## config.mk

```make
export PLATFORM = sky130hd
export DESIGN_NAME = obbt_pipe_ctrl
export DESIGN_NICKNAME = d
export VERILOG_FILES = /design/src/rtl/obbt_pkg.sv /design/src/rtl/obbt_pipe_ctrl.sv
export SDC_FILE = /design/constraint.sdc
export NUM_CORES = 1
export LEC_CHECK = 0
export BUFFER_PORTS_ARGS = -buffer_cell sky130_fd_sc_hd__buf_2
export CORE_AREA = 4 4 41 43
export CTS_CLUSTER_SIZE = 20
export DETAILED_ROUTE_END_ITERATION = 8
export DIE_AREA = 0 0 45 47
export GPL_ROUTABILITY_DRIVEN = 1
export HOLD_SLACK_MARGIN = 0.15
export PLACE_DENSITY_LB_ADDON = 0.12
export SETUP_SLACK_MARGIN = 0.15
export SLEW_MARGIN = 30
export SYNTH_ARGS = -nofsm -noshare
export SYNTH_HDL_FRONTEND = slang
export SYNTH_SLANG_ARGS = --single-unit
```

## constraint.sdc

```tcl
create_clock -name clk -period 1.2 [get_ports clk]
set_clock_uncertainty 0.15 [all_clocks]
set_input_delay 0.18 -clock clk [delete_from_list [all_inputs] [get_ports clk]]
set_output_delay 0.18 -clock clk [all_outputs]
set_load 0.03 [all_outputs]
```

## src/rtl/obbt_pkg.sv

```systemverilog
// ----------------------------------------------------------------------------
// obbt_pkg
// widths, axis codes and pipeline control type for the box overlap test
// ----------------------------------------------------------------------------
package obbt_pkg;

  // field widths
  localparam int COORD_WIDTH = 32;
  localparam int SIZE_WIDTH  = 31;
  localparam int AXIS_WIDTH  = 16;

  // axis with one guard bit so that negating the most negative code is exact
  localparam int AXIS_EXT_W = AXIS_WIDTH + 1;

  // centre difference and its projections
  localparam int DIFF_W    = COORD_WIDTH + 1;
  localparam int DPROD_W   = DIFF_W + AXIS_EXT_W;
  localparam int PROJ_W    = DPROD_W + 1;
  localparam int LHS_SHIFT = 15;
  localparam int LHS_W     = PROJ_W + LHS_SHIFT;

  // axis against axis products and their magnitudes
  localparam int APROD_W = 2 * AXIS_WIDTH;
  localparam int ADOT_W  = APROD_W;

  // projected extents
  localparam int SPROD_W   = SIZE_WIDTH + ADOT_W;
  localparam int OWN_SHIFT = 28;
  localparam int RHS_W     = SPROD_W + 2;

  localparam int CMP_W = (LHS_W > RHS_W) ? LHS_W : RHS_W;

  // the four candidate separating axes
  localparam int NUM_AXES   = 4;
  localparam int AX_A_RIGHT = 0;
  localparam int AX_A_UP    = 1;
  localparam int AX_B_RIGHT = 2;
  localparam int AX_B_UP    = 3;

  localparam int NUM_STAGES = 5;

  typedef struct packed {
    logic [NUM_STAGES-1:0] load;
  } pipe_ctrl_t;

endpackage

```

## src/rtl/obbt_pipe_ctrl.sv

```systemverilog
// ----------------------------------------------------------------------------
// obbt_pipe_ctrl
// valid bits and per-stage load enables; empty stages fill while the output
// is stalled
// ----------------------------------------------------------------------------
module obbt_pipe_ctrl
  import obbt_pkg::*;
(
  input  logic       clk,
  input  logic       rst,
  input  logic       in_valid,
  input  logic       out_stall,
  output logic       in_stall,
  output logic       out_valid,
  output pipe_ctrl_t ctrl
);

  logic [NUM_STAGES-1:0] valid;
  logic [NUM_STAGES-1:0] valid_next;
  logic [NUM_STAGES-1:0] ready;

  // a stage may take new data when it is empty or its content moves on
  always_comb begin
    ready[NUM_STAGES-1] = !valid[NUM_STAGES-1] || !out_stall;
    for (int k = NUM_STAGES - 2; k >= 0; k--) begin
      ready[k] = !valid[k] || ready[k+1];
    end
  end

  always_comb begin
    ctrl.load[0]  = ready[0] && in_valid;
    valid_next[0] = ready[0] ? in_valid : valid[0];
    for (int k = 1; k < NUM_STAGES; k++) begin
      ctrl.load[k]  = ready[k] && valid[k-1];
      valid_next[k] = ready[k] ? valid[k-1] : valid[k];
    end
  end

  always_ff @(posedge clk) begin
    if (rst) begin
      valid <= '0;
    end else begin
      valid <= valid_next;
    end
  end

  assign in_stall  = !ready[0];
  assign out_valid = valid[NUM_STAGES-1];

endmodule

```

After elaboration in Yosys (flattened, before gate mapping)
Cells that the tools add are included.

storage, ports and cells
  register bits = 5
  bits of input ports = 4
  output and inout port bits = 7
  word-level logic and storage cells = 22

cells by class
  reductions and logical operators = 17

operator list
  cell               count
  1-bit logical NOT  7
  1-bit logical AND  5
  1-bit logical OR   5

Depth between registers and ports, before layout
  depth after elaboration = 7
  mapped depth = 2
  gate-level depth less buffers = 2

Worst setup path after synthesis
Ideal clock, no wire load.

  kind = register -> output
  from = register valid[4]
  to = output port in_stall
  arrival = 1.213 ns
  required time = 0.870 ns
  path slack = -0.343 ns
  stages on the path, launching flop included = 3
  path buffers = 0
  cells stage by stage = dfxtp_1 > nand4_4 > nor2_1

between the ends
  word-level cells in the longest chain between the ends = 7

RTL lines
  item                           line                  RTL
  start: declaration             obbt_pipe_ctrl.sv:18  logic [NUM_STAGES-1:0] valid;
  start signal: assignment       obbt_pipe_ctrl.sv:43  valid <= valid_next;
  1-bit logical NOT              obbt_pipe_ctrl.sv:24  ready[NUM_STAGES-1] = !valid[NUM_STAGES-1] || !out_stall;
  1-bit logical OR               obbt_pipe_ctrl.sv:24
  1-bit logical OR (4 in a row)  obbt_pipe_ctrl.sv:26  ready[k] = !valid[k] || ready[k+1];
  1-bit logical NOT              obbt_pipe_ctrl.sv:47  assign in_stall = !ready[0];
  end: declaration               obbt_pipe_ctrl.sv:13  output logic in_stall,

Every way passes these cells.

==> results.json <==
{
  "vias_per_cell": 4.000,
  "top_register": "valid",
  "synth.distinct_cells": 13,
  "grt_max_degree": 8,
  "critical_path_class": "register to output pin",
  "port_buffers": 10,
  "reg2reg_slack_ns": -0.14,
  "power.density_nw_per_um2": 834.2,
  "antennaDiodeCount": 0,
  "synthesis.nets": 28,
  "ys_seq_elements": 5,
  "drt-initial-drc-count": 1,
  "slew_headroom_pct": 88.57,
  "cts_buffer_depth": 2,
  "fin_crit_ns": 1.443,
  "cap_violations": 0,
  "period_share_pct": 120.2,
  "report.final.slew_viol_count": 0,
  "ctsRootBufferMaster": "clkbuf_4",
  "clk_pin_slew_ns": 0.04,
  "htreeDepth": 1,
  "cts.sinks": 5,
  "layout.nets": 55,
  "cts_hold_buf": 1,
  "syn-cell-area_um2": 234.0,
  "p_int_mw": 0.3337,
  "overflow": 0,
  "drc": 0,
  "r2r_start": "valid[3]$_SDFFE_PP0P_",
  "fillers": 143,
  "antenna_left": 0,
  "ys_seq_area_share_pct": 42.78,
  "tightestPinTransition_ns": 0.1704,
  "critPathTopFamily": "flip-flops",
  "cp-start-kind": "register",
  "cp.arrival_ns": 1.11,
  "setup_tns_ns": -1.273,
  "endpoint_kind": "output pin",
  "area_delta_synth_final_pct": 124.6,
  "max_freq_mhz": 693.2,
  "die_h_um": 47,
  "wl_um": 607,
  "final_common_cell": "buf_6",
  "outcome": "finished with violations",
  "p_clk_share_pct": 43.0,
  "reg2reg_depth": 5,
  "cts_buffers": 3,
  "cts_tree": "built",
  "yosys_warnings": 0,
  "dp_hpwl_um": 484.2,
  "cp_slowest_cell": "dfxtp_4",
  "drive_gt1_share_pct": 74.00,
  "min_path_cells": 2,
  "fp.coreArea_um2": 1301,
  "cp_max_fo": 6,
  "initial_core_util_pct": 17.98,
  "grt_usage_pct": 7.019,
  "cp.required_ns": 0.87,
  "antenna_found_initial": 0,
  "leakagePower_nw": 0.2289,
  "p_switching_mw": 0.1046,
  "vias": 260,
  "synth_top_cell_by_area": "dfxtp_1",
  "clock_latency_ns": 0.24,
  "io-pin-count": 11,
  "rsz0062_at_grt": "true",
  "sw_frac_of_total_pct": 23.87,
  "cpPeakStageDelay_ns": 0.36,
  "synth_top_area_share_pct": 42.78,
  "reg2reg_to": "valid[0]$_SDFFE_PP0P_",
  "seq_area_um2": 108.9,
  "rows": 13,
  "final_util_pct": 40.38,
  "setup_slack_ns": -0.2427,
  "power_frac_seq_pct": 39.6,
  "die_x_um": 45,
  "setup_viol": 7,
  "worst-path-buf-inv": 1,
  "dieArea_um2": 2115,
  "finalPower_mw": 0.4384,
  "hold_viol_final": 0,
  "multi_input_area_um2": 166.4,
  "largest_reg_flops": 5,
  "peakVddDrop_uv": 524.7,
  "syn_inst": 24,
  "dr.pass1.iters": 4,
  "routabilityCongestion": 0.7079,
  "ys_top_cells_by_area": "dfxtp_1, o31ai_2, nand4_4, a21oi_1, o21a_1",
  "grt_pass1_wl_um": 993,
  "violations": "setup timing",
  "avgSynthCellArea_um2": 9.749,
  "hp-start": "rst",
  "mostFrequentLayoutCells": "buf_6, buf_4, a21oi_1, clkbuf_4, buf_2",
  "hold_class": "input port to register",
  "comb_power_share_pct": 17.4,
  "grt_pass1_vias": 253,
  "routedWlPerCell_um": 9.338,
  "top_regs": "valid (5)",
  "timing.critical_path.cells": "nand4_4 -> o21a_4 -> buf_6",
  "min_to": "valid[3]$_SDFFE_PP0P_"
}
==> worst register-to-register path: stages, from the launching register on <==
cell	delay [ns]
dfxtp_4	0.36
nand4_4	0.15
buf_4	0.17
buf_4	0.12
buf_6	0.10
o31ai_2	0.20
==> power by group through the flow <==
stage | registers [mW] | clock network (mW) | logic [mW]
after floorplan | 0.178 | 0 | 0.0324
after global placement | 0.177 | 0 | 0.0610
after detailed placement | 0.177 | 0 | 0.0621
after CTS | 0.175 | 0.199 | 0.0751
after global routing | 0.174 | 0.210 | 0.0818
final | 0.173 | 0.189 | 0.0762
==> metal layers <==
metal,part of all wire [%],wire length [um],global-route usage (%),vias up
met4,2.8,17,7.018,0
met1,43,262,7.692,111
met3,6.9,42,2.299,2
met2,47,285,10.45,12
li1,-,-,-,135
met5,0,0,0,-
==> area by class of cell <==
| type | count | share of cell area, % |
|---|---|---|
| timing repair buffer | 22 | 37.62 |
| multi-input combinational | 17 | 31.67 |
| sequential | 5 | 20.71 |
| clock buffer | 4 | 5.000 |
| tap | 15 | 3.571 |
| inverter | 2 | 1.429 |
==> repair_timing <==
| item | CTS | global route |
|---|---|---|
| hold endpoints to repair | 5 | 5 |
| pin swaps | 4 | 2 |
| setup buffers | 2 | 1 |
| gates cloned | 0 | 0 |
| setup endpoints to repair | 10 | 10 |
| resized for setup | 18 | 4 |
==> logic make-up (layout without fill, tap and decap cells) <==
logic type             Yosys count  after routing  share of synthesized area (%)
AND/OR/NAND/NOR                  9              9                          27.27
AO/OA/AOI/OAI                    8              8                          26.73
flip-flops                       5              5                          42.78
buffers and inverters            2             28                          3.210
==> worst max-delay path by stage <==
stage	from	to	slack [ns]	cells after the start
2_1_floorplan	valid[4]$_SDFFE_PP0P_	ctrl[0]	0.01	2
5_1_grt	valid[3]$_SDFFE_PP0P_	ctrl[1]	-0.29	3
3_5_place_dp	valid[3]$_SDFFE_PP0P_	ctrl[0]	-0.09	3
6_report	valid[3]$_SDFFE_PP0P_	ctrl[1]	-0.24	3
3_3_place_gp	valid[2]$_SDFFE_PP0P_	ctrl[0]	-0.07	3
4_1_cts	valid[2]$_SDFFE_PP0P_	ctrl[1]	-0.27	3
==> cells in the mapped netlist <==
cell type and number:
nand3_1 1, nand4_4 1, inv_1 2, a21oi_1 3
o21a_1 2, a21boi_0 1, dfxtp_1 5, nand2_1 1
nor2_1 2, o31ai_2 2, and2_1 1, nand2b_1 2
and2_2 1
==> per-stage QoR <==
stage / hold WS [ns] / instance area [um^2] / instances / setup WS (ns)
floorplan: 0.09270 / 267.8 / 24 / 0.009662
global placement: 0.2711 / 396.6 / 57 / -0.07431
detailed placement: 0.2849 / 396.6 / 57 / -0.08813
CTS: 0.04841 / 501.7 / 64 / -0.2713
global route: 0.05976 / 525.5 / 65 / -0.2948
finish: 0.04837 / 525.5 / 65 / -0.2427
Note: power is estimated with default switching activity, not from simulation.
